==> config.mk <==
export PLATFORM = sky130hd
export DESIGN_NAME = command_line_arg_splitter_flat
export DESIGN_NICKNAME = d
export VERILOG_FILES = /design/src/hdl/cmdarg_pkg.sv /design/src/hdl/cmdarg_if.sv /design/src/hdl/cmdarg_front.sv /design/src/hdl/cmdarg_queue.sv /design/src/hdl/cmdarg_back.sv /design/src/hdl/command_line_arg_splitter.sv /design/src/flat_wrapper.sv
export SDC_FILE = /design/constraint.sdc
export NUM_CORES = 1
export LEC_CHECK = 0
export ABC_AREA = 1
export BUFFER_PORTS_ARGS = -buffer_cell sky130_fd_sc_hd__buf_2
export CAP_MARGIN = 15
export CORE_ASPECT_RATIO = 1.5
export CORE_MARGIN = 1.5
export CORE_UTILIZATION = 40
export CTS_CLUSTER_SIZE = 30
export DETAILED_ROUTE_END_ITERATION = 6
export PLACE_DENSITY_LB_ADDON = 0.2
export REMOVE_ABC_BUFFERS = 1
export SLEW_MARGIN = 20
export SYNTH_ARGS = -nofsm -noshare
export SYNTH_HDL_FRONTEND = slang
export SYNTH_SLANG_ARGS = --single-unit
==> constraint.sdc <==
create_clock -name i_clk -period 3.06 [get_ports i_clk]
set_clock_uncertainty 0.15 [all_clocks]
set_input_delay 0.153 -clock i_clk [delete_from_list [all_inputs] [get_ports i_clk]]
set_output_delay 0.153 -clock i_clk [all_outputs]
set_load 0.01 [all_outputs]
==> src/hdl/cmdarg_pkg.sv <==
// Package: constants, types and character codes for the command-line splitter.
package cmdarg_pkg;

    localparam int MAX_LINE = 2048;

    localparam int CH_W    = 16;
    localparam int SLASH_W = 11;
    localparam int ARGS_W  = 12;

    localparam int SLASH_CAP_I = ((MAX_LINE - 1) < 2047) ? (MAX_LINE - 1) : 2047;
    localparam int ARG_CAP_I   = (MAX_LINE < 2048) ? MAX_LINE : 2048;

    localparam logic [SLASH_W-1:0] SLASH_CAP = SLASH_W'(SLASH_CAP_I);
    localparam logic [ARGS_W-1:0]  ARG_CAP   = ARGS_W'(ARG_CAP_I);

    localparam logic [CH_W-1:0] CH_QUOTE = 16'h0022;
    localparam logic [CH_W-1:0] CH_SLASH = 16'h005C;
    localparam logic [CH_W-1:0] CH_SPACE = 16'h0020;
    localparam logic [CH_W-1:0] CH_TAB   = 16'h0009;

    localparam logic [1:0] QUOTE_LIT = 2'd2;

    typedef enum logic [2:0] {
        PH_START        = 3'd0,
        PH_FIRST_QUOTED = 3'd1,
        PH_FIRST_PLAIN  = 3'd2,
        PH_BETWEEN      = 3'd3,
        PH_ARG          = 3'd4
    } t_phase;

    typedef struct packed {
        logic [CH_W-1:0] ch;
        logic            is_zero;
        logic            is_blank;
        logic            is_quote;
        logic            is_slash;
    } t_item;

    typedef struct packed {
        logic [SLASH_W-1:0] slash_run;
        logic               has_char;
        logic [CH_W-1:0]    char_out;
        logic               end_arg;
        logic               end_line;
        logic [ARGS_W-1:0]  arg_count;
    } t_result;

endpackage

==> src/hdl/cmdarg_if.sv <==
// Interfaces: character input channel and argument result channel.
interface cmdarg_in_if;
    logic                      valid;
    logic                      ready;
    logic [cmdarg_pkg::CH_W-1:0] ch;

    modport source (output valid, output ch, input ready);
    modport sink   (input valid, input ch, output ready);
endinterface

interface cmdarg_out_if;
    logic                           valid;
    logic                           ready;
    logic [cmdarg_pkg::SLASH_W-1:0] slash_run;
    logic                           has_char;
    logic [cmdarg_pkg::CH_W-1:0]    char_out;
    logic                           end_arg;
    logic                           end_line;
    logic [cmdarg_pkg::ARGS_W-1:0]  arg_count;

    modport source (output valid, output slash_run, output has_char, output char_out,
                    output end_arg, output end_line, output arg_count, input ready);
    modport sink   (input valid, input slash_run, input has_char, input char_out,
                    input end_arg, input end_line, input arg_count, output ready);
endinterface

==> src/hdl/cmdarg_front.sv <==
// Front end: accepts characters and classifies them for the queue.
module cmdarg_front (
    cmdarg_in_if.sink          i_in,
    input  logic               i_q_ready,
    output logic               o_q_valid,
    output cmdarg_pkg::t_item  o_q_item
);
    import cmdarg_pkg::*;

    assign i_in.ready = i_q_ready;
    assign o_q_valid  = i_in.valid;

    always_comb begin
        o_q_item.ch       = i_in.ch;
        o_q_item.is_zero  = (i_in.ch == '0);
        o_q_item.is_blank = (i_in.ch == CH_SPACE) || (i_in.ch == CH_TAB);
        o_q_item.is_quote = (i_in.ch == CH_QUOTE);
        o_q_item.is_slash = (i_in.ch == CH_SLASH);
    end
endmodule

==> src/hdl/cmdarg_queue.sv <==
// Two-entry queue of classified characters between front and back end.
module cmdarg_queue (
    input  logic               i_clk,
    input  logic               i_rst_n,
    input  logic               i_push,
    input  cmdarg_pkg::t_item  i_item,
    output logic               o_ready,
    output logic               o_valid,
    output cmdarg_pkg::t_item  o_item,
    input  logic               i_pop
);
    import cmdarg_pkg::*;

    t_item      r_mem [2];
    logic       r_wptr;
    logic       r_rptr;
    logic [1:0] r_cnt;

    logic do_push;
    logic do_pop;

    assign o_ready = (r_cnt != 2'd2);
    assign o_valid = (r_cnt != 2'd0);
    assign o_item  = r_mem[r_rptr];
    assign do_push = i_push && o_ready;
    assign do_pop  = i_pop && o_valid;

    always_ff @(posedge i_clk) begin
        if (!i_rst_n) begin
            r_wptr <= 1'b0;
            r_rptr <= 1'b0;
            r_cnt  <= 2'd0;
        end else begin
            if (do_push) begin
                r_wptr <= ~r_wptr;
            end
            if (do_pop) begin
                r_rptr <= ~r_rptr;
            end
            case ({do_push, do_pop})
                2'b10:   r_cnt <= r_cnt + 2'd1;
                2'b01:   r_cnt <= r_cnt - 2'd1;
                default: r_cnt <= r_cnt;
            endcase
        end
    end

    always_ff @(posedge i_clk) begin
        if (do_push) begin
            r_mem[r_wptr] <= i_item;
        end
    end
endmodule

==> src/hdl/cmdarg_back.sv <==
// Back end: splitting state machine and registered result output.
module cmdarg_back (
    input  logic               i_clk,
    input  logic               i_rst_n,
    input  logic               i_q_valid,
    input  cmdarg_pkg::t_item  i_q_item,
    output logic               o_q_pop,
    cmdarg_out_if.source       o_out
);
    import cmdarg_pkg::*;

    t_phase             r_phase, n_phase;
    logic [1:0]         r_qc, n_qc;
    logic               r_iqr, n_iqr;
    logic [SLASH_W-1:0] r_ps, n_ps;
    logic [ARGS_W-1:0]  r_args, n_args;

    logic    r_valid;
    t_result r_res;

    logic    emit;
    logic    later;
    logic    done;
    logic    line_end;
    t_result res;

    logic [1:0]         qc;
    logic               iqr;
    logic [SLASH_W-1:0] ps;
    logic [ARGS_W-1:0]  args_v;

    assign o_q_pop = i_q_valid && (!r_valid || o_out.ready);

    always_comb begin
        n_phase  = r_phase;
        qc       = r_qc;
        iqr      = r_iqr;
        ps       = r_ps;
        args_v   = r_args;
        emit     = 1'b0;
        later    = 1'b0;
        done     = 1'b0;
        line_end = 1'b0;
        res      = '0;

        case (r_phase)
            PH_FIRST_QUOTED, PH_FIRST_PLAIN: begin
                if (i_q_item.is_zero) begin
                    emit         = 1'b1;
                    res.end_arg  = 1'b1;
                    res.end_line = 1'b1;
                    line_end     = 1'b1;
                end else if ((r_phase == PH_FIRST_QUOTED && i_q_item.is_quote) ||
                             (r_phase == PH_FIRST_PLAIN && i_q_item.is_blank)) begin
                    emit        = 1'b1;
                    res.end_arg = 1'b1;
                    n_phase     = PH_BETWEEN;
                end else begin
                    emit         = 1'b1;
                    res.has_char = 1'b1;
                    res.char_out = i_q_item.ch;
                end
            end
            PH_BETWEEN: begin
                if (i_q_item.is_blank) begin
                    emit = 1'b0;
                end else if (i_q_item.is_zero) begin
                    emit         = 1'b1;
                    res.end_line = 1'b1;
                    line_end     = 1'b1;
                end else begin
                    if (r_args < ARG_CAP) begin
                        args_v = r_args + 1'b1;
                    end
                    n_phase = PH_ARG;
                    qc      = 2'd0;
                    iqr     = 1'b0;
                    ps      = '0;
                    later   = 1'b1;
                end
            end
            PH_ARG: begin
                later = 1'b1;
            end
            default: begin
                if (r_args < ARG_CAP) begin
                    args_v = r_args + 1'b1;
                end
                if (i_q_item.is_quote) begin
                    n_phase = PH_FIRST_QUOTED;
                end else if (i_q_item.is_zero) begin
                    emit         = 1'b1;
                    res.end_arg  = 1'b1;
                    res.end_line = 1'b1;
                    line_end     = 1'b1;
                end else if (i_q_item.is_blank) begin
                    emit        = 1'b1;
                    res.end_arg = 1'b1;
                    n_phase     = PH_BETWEEN;
                end else begin
                    emit         = 1'b1;
                    res.has_char = 1'b1;
                    res.char_out = i_q_item.ch;
                    n_phase      = PH_FIRST_PLAIN;
                end
            end
        endcase

        if (later) begin
            if (iqr) begin
                if (i_q_item.is_quote) begin
                    done = 1'b1;
                    if (qc >= QUOTE_LIT) begin
                        qc           = 2'd0;
                        emit         = 1'b1;
                        res.has_char = 1'b1;
                        res.char_out = CH_QUOTE;
                    end else begin
                        qc = qc + 2'd1;
                    end
                end else begin
                    iqr = 1'b0;
                    if (qc == QUOTE_LIT) begin
                        qc = 2'd0;
                    end
                end
            end
            if (!done) begin
                if (i_q_item.is_zero) begin
                    emit          = 1'b1;
                    res.slash_run = ps;
                    res.end_arg   = 1'b1;
                    res.end_line  = 1'b1;
                    line_end      = 1'b1;
                end else if (i_q_item.is_blank && qc == 2'd0) begin
                    emit          = 1'b1;
                    res.slash_run = ps;
                    res.end_arg   = 1'b1;
                    ps            = '0;
                    n_phase       = PH_BETWEEN;
                end else if (i_q_item.is_slash) begin
                    if (ps < SLASH_CAP) begin
                        ps = ps + 1'b1;
                    end
                end else if (i_q_item.is_quote) begin
                    emit          = ps[0] || (ps[SLASH_W-1:1] != '0);
                    res.slash_run = {1'b0, ps[SLASH_W-1:1]};
                    res.has_char  = ps[0];
                    res.char_out  = ps[0] ? CH_QUOTE : '0;
                    if (!ps[0]) begin
                        qc = qc + 2'd1;
                    end
                    ps  = '0;
                    iqr = 1'b1;
                end else begin
                    emit          = 1'b1;
                    res.slash_run = ps;
                    res.has_char  = 1'b1;
                    res.char_out  = i_q_item.ch;
                    ps            = '0;
                end
            end
        end

        res.arg_count = args_v;

        n_qc   = qc;
        n_iqr  = iqr;
        n_ps   = ps;
        n_args = args_v;
        if (line_end) begin
            n_phase = PH_START;
            n_qc    = 2'd0;
            n_iqr   = 1'b0;
            n_ps    = '0;
            n_args  = '0;
        end
    end

    always_ff @(posedge i_clk) begin
        if (!i_rst_n) begin
            r_phase <= PH_START;
            r_qc    <= 2'd0;
            r_iqr   <= 1'b0;
            r_ps    <= '0;
            r_args  <= '0;
            r_valid <= 1'b0;
        end else begin
            if (o_q_pop) begin
                r_phase <= n_phase;
                r_qc    <= n_qc;
                r_iqr   <= n_iqr;
                r_ps    <= n_ps;
                r_args  <= n_args;
            end
            if (o_q_pop && emit) begin
                r_valid <= 1'b1;
            end else if (o_out.ready) begin
                r_valid <= 1'b0;
            end
        end
    end

    always_ff @(posedge i_clk) begin
        if (o_q_pop && emit) begin
            r_res <= res;
        end
    end

    assign o_out.valid     = r_valid;
    assign o_out.slash_run = r_res.slash_run;
    assign o_out.has_char  = r_res.has_char;
    assign o_out.char_out  = r_res.char_out;
    assign o_out.end_arg   = r_res.end_arg;
    assign o_out.end_line  = r_res.end_line;
    assign o_out.arg_count = r_res.arg_count;
endmodule

==> src/hdl/command_line_arg_splitter.sv <==
// Top level: command-line splitter, front classifier, queue and back end.
// A character's result is registered first in the queue, then in the back end's output register.
// Throughput: one character per cycle while o_out.ready does not stall the back end; its per-character update sets it.
// Characters that give no result are still popped and processed by the back end.
// Reset: synchronous active-low i_rst_n clears queue, phase, counters and output valid.
module command_line_arg_splitter (
    input  logic          i_clk,
    input  logic          i_rst_n,
    cmdarg_in_if.sink     i_in,
    cmdarg_out_if.source  o_out
);
    import cmdarg_pkg::*;

    logic  front_valid;
    t_item front_item;
    logic  q_ready;
    logic  q_valid;
    t_item q_item;
    logic  q_pop;

    cmdarg_front u_front (
        .i_in      (i_in),
        .i_q_ready (q_ready),
        .o_q_valid (front_valid),
        .o_q_item  (front_item)
    );

    cmdarg_queue u_queue (
        .i_clk   (i_clk),
        .i_rst_n (i_rst_n),
        .i_push  (front_valid),
        .i_item  (front_item),
        .o_ready (q_ready),
        .o_valid (q_valid),
        .o_item  (q_item),
        .i_pop   (q_pop)
    );

    cmdarg_back u_back (
        .i_clk     (i_clk),
        .i_rst_n   (i_rst_n),
        .i_q_valid (q_valid),
        .i_q_item  (q_item),
        .o_q_pop   (q_pop),
        .o_out     (o_out)
    );
endmodule

==> src/flat_wrapper.sv <==
// flat-port wrapper written by rule: the top's interface ports become plain ports
module command_line_arg_splitter_flat import cmdarg_pkg::*;
  (i_clk, i_rst_n, i_in_valid, i_in_ch, i_in_ready, o_out_valid, o_out_slash_run, o_out_has_char, o_out_char_out, o_out_end_arg, o_out_end_line, o_out_arg_count, o_out_ready);
  cmdarg_in_if i_in_i ();
  cmdarg_out_if o_out_i ();
  input  logic i_clk;
  input  logic i_rst_n;
  input wire logic [$bits(i_in_i.valid)-1:0] i_in_valid;
  input wire logic [$bits(i_in_i.ch)-1:0] i_in_ch;
  output wire logic [$bits(i_in_i.ready)-1:0] i_in_ready;
  output wire logic [$bits(o_out_i.valid)-1:0] o_out_valid;
  output wire logic [$bits(o_out_i.slash_run)-1:0] o_out_slash_run;
  output wire logic [$bits(o_out_i.has_char)-1:0] o_out_has_char;
  output wire logic [$bits(o_out_i.char_out)-1:0] o_out_char_out;
  output wire logic [$bits(o_out_i.end_arg)-1:0] o_out_end_arg;
  output wire logic [$bits(o_out_i.end_line)-1:0] o_out_end_line;
  output wire logic [$bits(o_out_i.arg_count)-1:0] o_out_arg_count;
  input wire logic [$bits(o_out_i.ready)-1:0] o_out_ready;
  assign i_in_i.valid = i_in_valid;
  assign i_in_i.ch = i_in_ch;
  assign i_in_ready = i_in_i.ready;
  assign o_out_valid = o_out_i.valid;
  assign o_out_slash_run = o_out_i.slash_run;
  assign o_out_has_char = o_out_i.has_char;
  assign o_out_char_out = o_out_i.char_out;
  assign o_out_end_arg = o_out_i.end_arg;
  assign o_out_end_line = o_out_i.end_line;
  assign o_out_arg_count = o_out_i.arg_count;
  assign o_out_i.ready = o_out_ready;
  command_line_arg_splitter u_core (.i_clk(i_clk), .i_rst_n(i_rst_n), .i_in(i_in_i), .o_out(o_out_i));
endmodule
Yosys cells after proc, flatten, opt, wreduce, memory -nomap -nowiden
Memory sizes are Yosys's and may differ from the RTL's. A register that Yosys moved wholly into a read port is not among the register bits.
Cells that the tools add are included.
{"block": "classes", "addsub": 6, "n_lt_le_gt_ge": 3, "eq_ne": 12, "n_mux": 112, "bitwise": 3, "reduce_logical": 23}
{"operator": "17-bit two-way mux", "n": 9}
{"operator": "11-bit two-way mux", "n": 12}
{"operator": "19-bit two-way mux", "n": 4}
{"operator": "28-bit two-way mux", "n": 2}
{"operator": "12-bit two-way mux", "n": 4}
{"operator": "1-bit two-way mux", "n": 45}
{"operator": "18-bit one-hot mux with 2 select lines", "n": 1}
{"operator": "3-bit two-way mux", "n": 11}
{"operator": "16-bit by 6-bit == test with 1-bit output (second input constant)", "n": 2}
{"operator": "2-bit two-way mux", "n": 16}
{"operator": "12-bit one-hot mux with 2 select lines", "n": 1}
{"operator": "16-bit by 4-bit == test with 1-bit output (second input constant)", "n": 1}
{"operator": "16-bit by 7-bit == test with 1-bit output (second input constant)", "n": 1}
{"operator": "16-bit logical NOT", "n": 1}
{"operator": "12-bit by 1-bit adder with 12-bit output (second input constant)", "n": 1}
{"operator": "12-bit less-than comparator (second input constant)", "n": 1}
{"operator": "11-bit by 1-bit adder with 11-bit output (second input constant)", "n": 1}
{"operator": "11-bit less-than comparator (second input constant)", "n": 1}
{"operator": "10-bit nonzero test", "n": 1}
{"operator": "1-bit one-hot mux with 3 select lines", "n": 3}
{"operator": "3-bit one-hot mux with 3 select lines", "n": 1}
{"operator": "1-bit logical AND", "n": 7}
{"operator": "2-bit by 1-bit adder with 2-bit output (second input constant)", "n": 3}
{"operator": "3-bit by 2-bit == test with 1-bit output (second input constant)", "n": 2}
{"operator": "other kinds (18)", "n": 28}
{"block": "word_totals", "reg_bits": 76, "ramBits": 40, "in_bits": 20, "n_memories": 1}
{"memory": "u_core.u_queue.r_mem", "depth": 2, "word_bits": 20, "read_ports": 1, "rd_clocked_by_memory_dff": 1, "wr": 1, "line": "cmdarg_queue.sv:14", "rtl": "t_item r_mem [2];"}

Depth between registers and ports, before layout
Gate-level depths: netlist of run 1.
{"block": "logic_depth", "depth_word": 17, "mapped_depth": 23, "depth_no_buf": 22}

Cells and area by module
A second synthesis of run 1 with hierarchy kept.
{"block": "hier_totals", "cells_unflattened": 688, "area_unflattened_um2": 6002.0}
{"mod": "cmdarg_back", "instances": 1, "cells_per_inst": 539, "area_each_um2": 4006.3, "seq_area_each_um2": 1861.8}
{"mod": "cmdarg_queue", "instances": 1, "cells_per_inst": 98, "area_each_um2": 1715.4, "seq_area_each_um2": 1301.2}
{"mod": "cmdarg_front", "instances": 1, "cells_per_inst": 51, "area_each_um2": 280.3, "seq_area_each_um2": 0.0}

Worst setup path after synthesis of run 1
OpenSTA, ideal clock, no wires.
{"block": "synth_path", "kind": "reg2reg", "start": "register with a tool-made name", "end": "register u_core.u_back.r_res, in the netlist u_core.u_back.o_out.arg_count[0], enable pin", "t_arrival_ns": 2.843, "t_required_ns": 2.514, "path_slack_ns": -0.329, "stages_incl_launch_ff": 18, "path_buffers": 1, "period_less_slack_ns": 3.389, "cell_sequence": "dfxtp_1 buf_6 nand2_1 o21ai_2 inv_4 nor2_4 inv_4 nor2_1 a211oi_1 inv_1 ha_1 nand2_1 nand2_1 o21ai_0 o21bai_1 nand3b_1 nand2_1 inv_1"}
{"item": "end signal, assigned", "line": "cmdarg_back.sv:206", "rtl": "r_res <= res;"}
{"item": "end, declared", "line": "cmdarg_back.sv:19", "rtl": "t_result r_res;"}

==> results of run 1 <==
==> logic make-up (layout without fill, tap and decap cells) <==
kind of cell,after synthesis,in the layout,synth area share
buf+inv,87,216,0.0653
xor+xnor,6,6,0.00911
flops,117,117,0.548
compound gates,141,141,0.140
simple gates,289,289,0.229
fa+ha+maj,4,4,0.00867
==> cell usage after synthesis, types with 6 or more instances <==
library cell  number  share of area
o21ai_0           33          0.029
nand2_2           12          0.013
o21ai_1            6         0.0052
dfxtp_1           35           0.12
inv_1             50          0.033
clkbuf_1           8         0.0052
nand2_1          159           0.10
a21oi_1           66          0.057
a21oi_2           10          0.015
nor3_1            14          0.012
nor2_1            41          0.027
inv_2             17          0.011
xor2_1             6         0.0091
nand4_1            7         0.0076
o22ai_1           10          0.011
nand3_1           29          0.025
edfxtp_1          82           0.43
==> placed cells by master, fill, tap and decap left out, types with 3 or more instances in the layout <==
master / n
edfxtp_1: 82
o21ai_1: 6
nor2_2: 5
xor2_1: 6
buf_6: 3
nand2_4: 6
dlygate4sd3_1: 19
o21ai_0: 32
inv_6: 4
clkinv_2: 3
clkinvlp_4: 4
inv_2: 18
nor2_4: 4
a21oi_2: 10
dfxtp_1: 32
nand2_2: 16
nor4_1: 3
clkbuf_16: 20
nand4_1: 7
o22ai_1: 10
clkinv_4: 4
nor3_1: 14
inv_1: 47
nor2_1: 40
a21oi_1: 66
o211ai_1: 5
nand2_1: 154
nand3_1: 29
buf_4: 22
buf_2: 63
ha_1: 3
==> area by class of cell <==
class                   count  share of cell area
clock buffers              17              0.0577
inverters                  71              0.0382
multi-input cells         440               0.309
flip-flops and latches    117               0.430
clock inverters            15              0.0199
repair buffers            113               0.113
well taps                 192              0.0326
==> per-stage QoR <==
| stage | cell area [sq um] | power (mW) | std cells | util |
|---|---|---|---|---|
| final | 7370 | 6.76 | 965 | 0.524 |
| after global routing | 7370 | 7.13 | 965 | 0.524 |
| after CTS | 7130 | 6.42 | 952 | 0.507 |
| after detailed placement | 6370 | 4.48 | 901 | 0.453 |
| after global placement | 6370 | 4.44 | 901 | 0.453 |
| after floorplan | 5670 | 3.60 | 628 | - |
==> worst paths after layout <==
| path | startpoint | endpoint | slack, ns | depth (start not counted) |
|---|---|---|---|---|
| max reg2reg | flip-flop | u_core.u_back.o_out.char_out[2]$_DFFE_PP_ | 0.08 | 20 |
| max | flip-flop | u_core.u_back.o_out.char_out[2]$_DFFE_PP_ | 0.08 | 20 |
| min reg2reg | u_core.u_queue.r_rptr$_SDFFE_PN0P_ | u_core.u_queue.r_rptr$_SDFFE_PN0P_ | 0.32 | 1 |
| min | u_core.u_queue.r_rptr$_SDFFE_PN0P_ | u_core.u_queue.r_rptr$_SDFFE_PN0P_ | 0.32 | 1 |
==> registers in the layout, summed over array words and instances (netlist names), named ones only <==
name / flops
u_core.u_back.r_phase: 3
u_core.u_back.o_out.end_line: 1
u_core.u_back.r_args: 12
u_core.u_back.o_out.end_arg: 1
u_core.u_back.r_ps: 11
u_core.u_queue.r_wptr: 1
u_core.u_back.r_qc: 2
u_core.u_back.o_out.char_out: 16
u_core.u_back.r_iqr: 1
u_core.u_queue.r_mem: 40
u_core.u_back.o_out.has_char: 1
u_core.u_back.o_out.arg_count: 12
u_core.u_back.o_out.slash_run: 11
u_core.u_queue.r_cnt: 2
u_core.u_back.o_out.valid: 1
u_core.u_queue.r_rptr: 1
==> report_power, final <==
part	total [mW]	switching [mW]	internal, mW
Sequential	2.37	0.142	2.23
Clock	1.91	0.778	1.13
Combinational	2.48	1.58	0.900
==> metal layers <==
layer  vias up  wire, microns  track usage
met5         -              0            0
met2       144           7950        0.369
met4         0            491       0.0951
li1       2448              -            -
met1      2309           6050        0.215
met3        40            585       0.0385
==> timing repair <==
item	in CTS	in global routing
resized for setup	0	24
buffers inserted	0	7
endpoints found under the setup margin	0	66
hold buffers	19	0
hold endpoints to repair	42	0
==> results.txt, run 1 <==
Area of the multi-input gates = 2270 sq um
DRT antenna net count = 0
Worst Path Class, Setup = reg -> reg
VDD IR max = 0.000469 V
Total grt overflow = 0
Filler cells = 1,338
Layout Area Growth over Synthesis = 27.8%
P_leak = 2.83 nW
Initial antenna violation count = 0
Initial drt markers = 347
Share of cells above drive strength 1 = 0.265
CP Max Fanout = 7
Sequential fraction of the synthesis area = 0.548
Crit-path slowest cell = dfxtp_4
PortBufs = 63
Initial Util = 0.410
Gpl congestion = 0.960
Clock buffer depth = 2
Outcome = finished clean
Largest net degree at the start of global routing = 39
Mapped Cells = 644
Die height = 150 microns
Pwr Density = 918 nW/um^2
CP Capture Type = flip-flop
Fin Setup TNS = 0 ns
Yosys warning count = 0
Worst-path clk slew = 0.05 ns
Pre-CTS WS = 0.0656 ns
Htree depth = 4
CTS Root Cell = clkbuf_16
Worst relative slew slack = 0.535
HPWL Detailed = 10,000 microns
Synth unique cells = 49
1st-pass router iterations = 5
Min cycle time layout = 2.98 ns
WHS = 0.323 ns
Clk_lat worst skew = 0.41 ns
Post-synth EDFFs = 82
Actual slew at the worst max-slew pin = 0.697 ns
WL/cell = 15.6 microns
CP peak stage delay = 0.39 ns
FF/Latch Area = 3170 sq um
Max-cap viol count = 0
CP Data Arrival Time = 3.01 ns
Ant diodes = 0
Worst Hold Class = reg -> reg
Type of origin of the critical path = flip-flop
Io pins = 64
Synth async-reset ratio = 0
Core area = 14,100 sq um
Flops & latches, synth = 117
Die area = 15,200 sq um
GRT Overall Usage = 0.200
Ys flop type = edfxtp_1
Final slew viol count = 0
Clock Sinks = 117
Final worst setup slack = 0.0779 ns
Top delay family on crit path = simple AND/OR/NAND/NOR gates
Crit share post-route = 0.975
Rows = 53
Vias/cell = 5.12
Num CTS Buffers = 17
CP most frequent cell = nand2_2
Vias in the first global route = 4,838
Via count = 4,941
CTS tree = built
Worst Path Buf+Inv = 7
Final Hold Vio Count = 0
Crit path cell chain = inv_6 -> nand2_2 -> nand2_2 -> nand3_4 -> nand2_4 -> nor2_4 -> inv_4 -> a211oi_2 -> inv_1 -> ha_2 -> nand2_2 -> nand2_4 -> inv_2 -> nand4_1 -> o21bai_1 -> nand3b_1 -> nand2_2 -> clkinvlp_4 -> buf_12 -> clkbuf_16
Setup violators final = 0
Synthesized area per cell = 8.96 sq um
Global-route wire length before repair = 23,200 microns
Nets = 784
DR DRC count = 0
Fmax = 0.335 GHz
Worst Path Required = 3.08 ns
DIE WIDTH = 101 microns
Mapped Area = 5770 sq um
Routed WL = 15,100 microns
Note: power is estimated with default switching activity, not from simulation.
==> run 2: changes to the inputs <==
Settings changed: REMOVE_ABC_BUFFERS 1 to default.
==> results.txt, run 2 (synthesized netlist as in run 1, its figures left out) <==
Hold endpoint = u_core.u_queue.r_rptr$_SDFFE_PN0P_
Setup violators final = 0
Type of origin of the critical path = flip-flop
Rows = 53
Hold path depth = 1
Crit share post-route = 0.935
P_leak = 2.74 nW
WL/cell = 14.7 microns
Routed WL = 14,000 microns
DRT met1 WL = 5290 microns
PortBufs = 63
Syn Nets = 668
Global-route wire length before repair = 22,900 microns
Die height = 150 microns
CP Max Fanout = 24
Worst R2R End = u_core.u_back.o_out.arg_count[9]$_DFFE_PP_
DIE WIDTH = 101 microns
R2R depth = 17
CTS tree = built
Htree depth = 4
1st-pass router iterations = 5
Met2 wire length = 7750 microns
HPWL Detailed = 10,000 microns
Layout Area Growth over Synthesis = 25.4%
Max-cap viol count = 0
Commonest non-fill, non-tap cell in the layout = nand2_1
Initial Util = 0.410
Min cycle time layout = 2.86 ns
VDD IR max = 0.000474 V
Worst Path Required = 3.07 ns
Design Area, Final = 7240 sq um
Core area = 14,100 sq um
Hold path start = u_core.u_queue.r_rptr$_SDFFE_PN0P_
Vias/cell = 4.98
Io pins = 64
Most frequent cells in the layout = nand2_1, edfxtp_1, a21oi_1, buf_2, inv_1
Met3 WL = 515 microns
Area after DPL = 6430 sq um
CP Capture Type = flip-flop
Largest net degree at the start of global routing = 30
Final slew viol count = 0
Clock buffer depth = 2
Clock power frac = 0.292
Num CTS Buffers = 17
Total Power = 6.41 mW
Worst relative slew slack = 0.647
DRT antenna net count = 0
Vias in the first global route = 4,774
Nets = 775
Max reg flops = 40
Share of cells above drive strength 1 = 0.258
Comb power frac = 0.339
Most flops, register = u_core.u_queue.r_mem
Clk_lat worst skew = 0.41 ns
DR DRC count = 0
Worst-path clk slew = 0.05 ns
Via count = 4,765
CTS Root Cell = clkbuf_16
Total grt overflow = 0
RSZ-0062 raised after global routing = false
Worst Hold Class = reg -> reg
Initial drt markers = 292
Ant diodes = 0
Outcome = finished clean
Pwr Density = 886 nW/um^2
Worst Path Class, Setup = reg -> reg
Flop pwr share = 0.369
Switching power = 2.34 mW
Die area = 15,200 sq um
Fmax = 0.350 GHz
Actual slew at the worst max-slew pin = 0.528 ns
Fin Setup TNS = 0 ns
R2R setup slack = 0.20 ns
CP Data Arrival Time = 2.87 ns
Sw Share = 0.365
Clock Sinks = 117
GRT Overall Usage = 0.195
DR top layer = met4
Gpl congestion = 0.946
P_int = 4.07 mW
Initial antenna violation count = 0
Final Hold Vio Count = 0
## run 2: metal layers
| metal | up-vias | GRT usage |
|---|---|---|
| met1 | 2224 | 0.208 |
| met5 | - | 0 |
| met3 | 23 | 0.0339 |
| met4 | 0 | 0.0993 |
| met2 | 102 | 0.362 |
| li1 | 2416 | - |
## run 2: worst max-delay path, stage by stage (launching register included)
cell	delay, ns
dfxtp_4	0.41
inv_4	0.05
nand2_1	0.09
nand2_4	0.08
nand3_4	0.08
buf_4	0.25
nand2_1	0.12
o21a_1	0.22
ha_2	0.20
nand2_2	0.07
nand2_4	0.07
inv_2	0.06
nand4_1	0.07
o21bai_1	0.17
nand3b_1	0.11
nand2_2	0.10
clkinvlp_4	0.12
buf_12	0.17
## run 2: what timing repair did
item / CTS / global route
hold buffers: 19 / 0
setup buffers: 0 / 2
endpoints found under the hold margin: 43 / 0
resized for setup: 0 / 13
setup endpoints to repair: 0 / 65
## run 2: worst max-delay path by stage
stage / startpoint / to / slack [ns] / cells past startpoint
final: flip-flop / u_core.u_back.o_out.arg_count[9]$_DFFE_PP_ / 0.20 / 17
after global routing: u_core.u_queue.r_mem[1][3]$_DFFE_PP_ / u_core.u_back.o_out.arg_count[9]$_DFFE_PP_ / 0.02 / 20
after CTS: flip-flop / u_core.u_back.o_out.slash_run[9]$_SDFFCE_PP0P_ / 0.07 / 17
after detailed placement: flip-flop / u_core.u_back.o_out.slash_run[4]$_SDFFCE_PP0P_ / 0.08 / 17
after global placement: flip-flop / u_core.u_back.o_out.slash_run[5]$_SDFFCE_PP0P_ / 0.19 / 17
after floorplan: flip-flop / u_core.u_back.o_out.arg_count[0]$_DFFE_PP_ / -0.12 / 19
## run 2: final cells by class
cell class              count  area, sq um
inverters                  71          284
repair buffers            104          687
well taps                 192          240
multi-input cells         440         2290
clock buffers              19          443
fillers                  1333         6820
clock inverters            13          125
flip-flops and latches    117         3170
## run 2: power by group through the flow
stage / registers [mW] / logic, mW / clock network, mW
2_1_floorplan: 2.54 / 1.20 / 0
6_report: 2.36 / 2.17 / 1.87
3_5_place_dp: 2.41 / 2.09 / 0
5_1_grt: 2.41 / 2.41 / 1.96
3_3_place_gp: 2.42 / 2.05 / 0
4_1_cts: 2.39 / 2.11 / 1.90
## run 2: metrics by stage
| stage | utilization | std cells | worst slack, ns | hold slack, ns |
|---|---|---|---|---|
| after floorplan | - | 644 | -0.117 | 0.102 |
| after global placement | 0.457 | 903 | 0.195 | 0.205 |
| after detailed placement | 0.457 | 903 | 0.0845 | 0.210 |
| after CTS | 0.511 | 954 | 0.0675 | 0.309 |
| after global routing | 0.515 | 956 | 0.0214 | 0.327 |
| final | 0.515 | 956 | 0.200 | 0.312 |
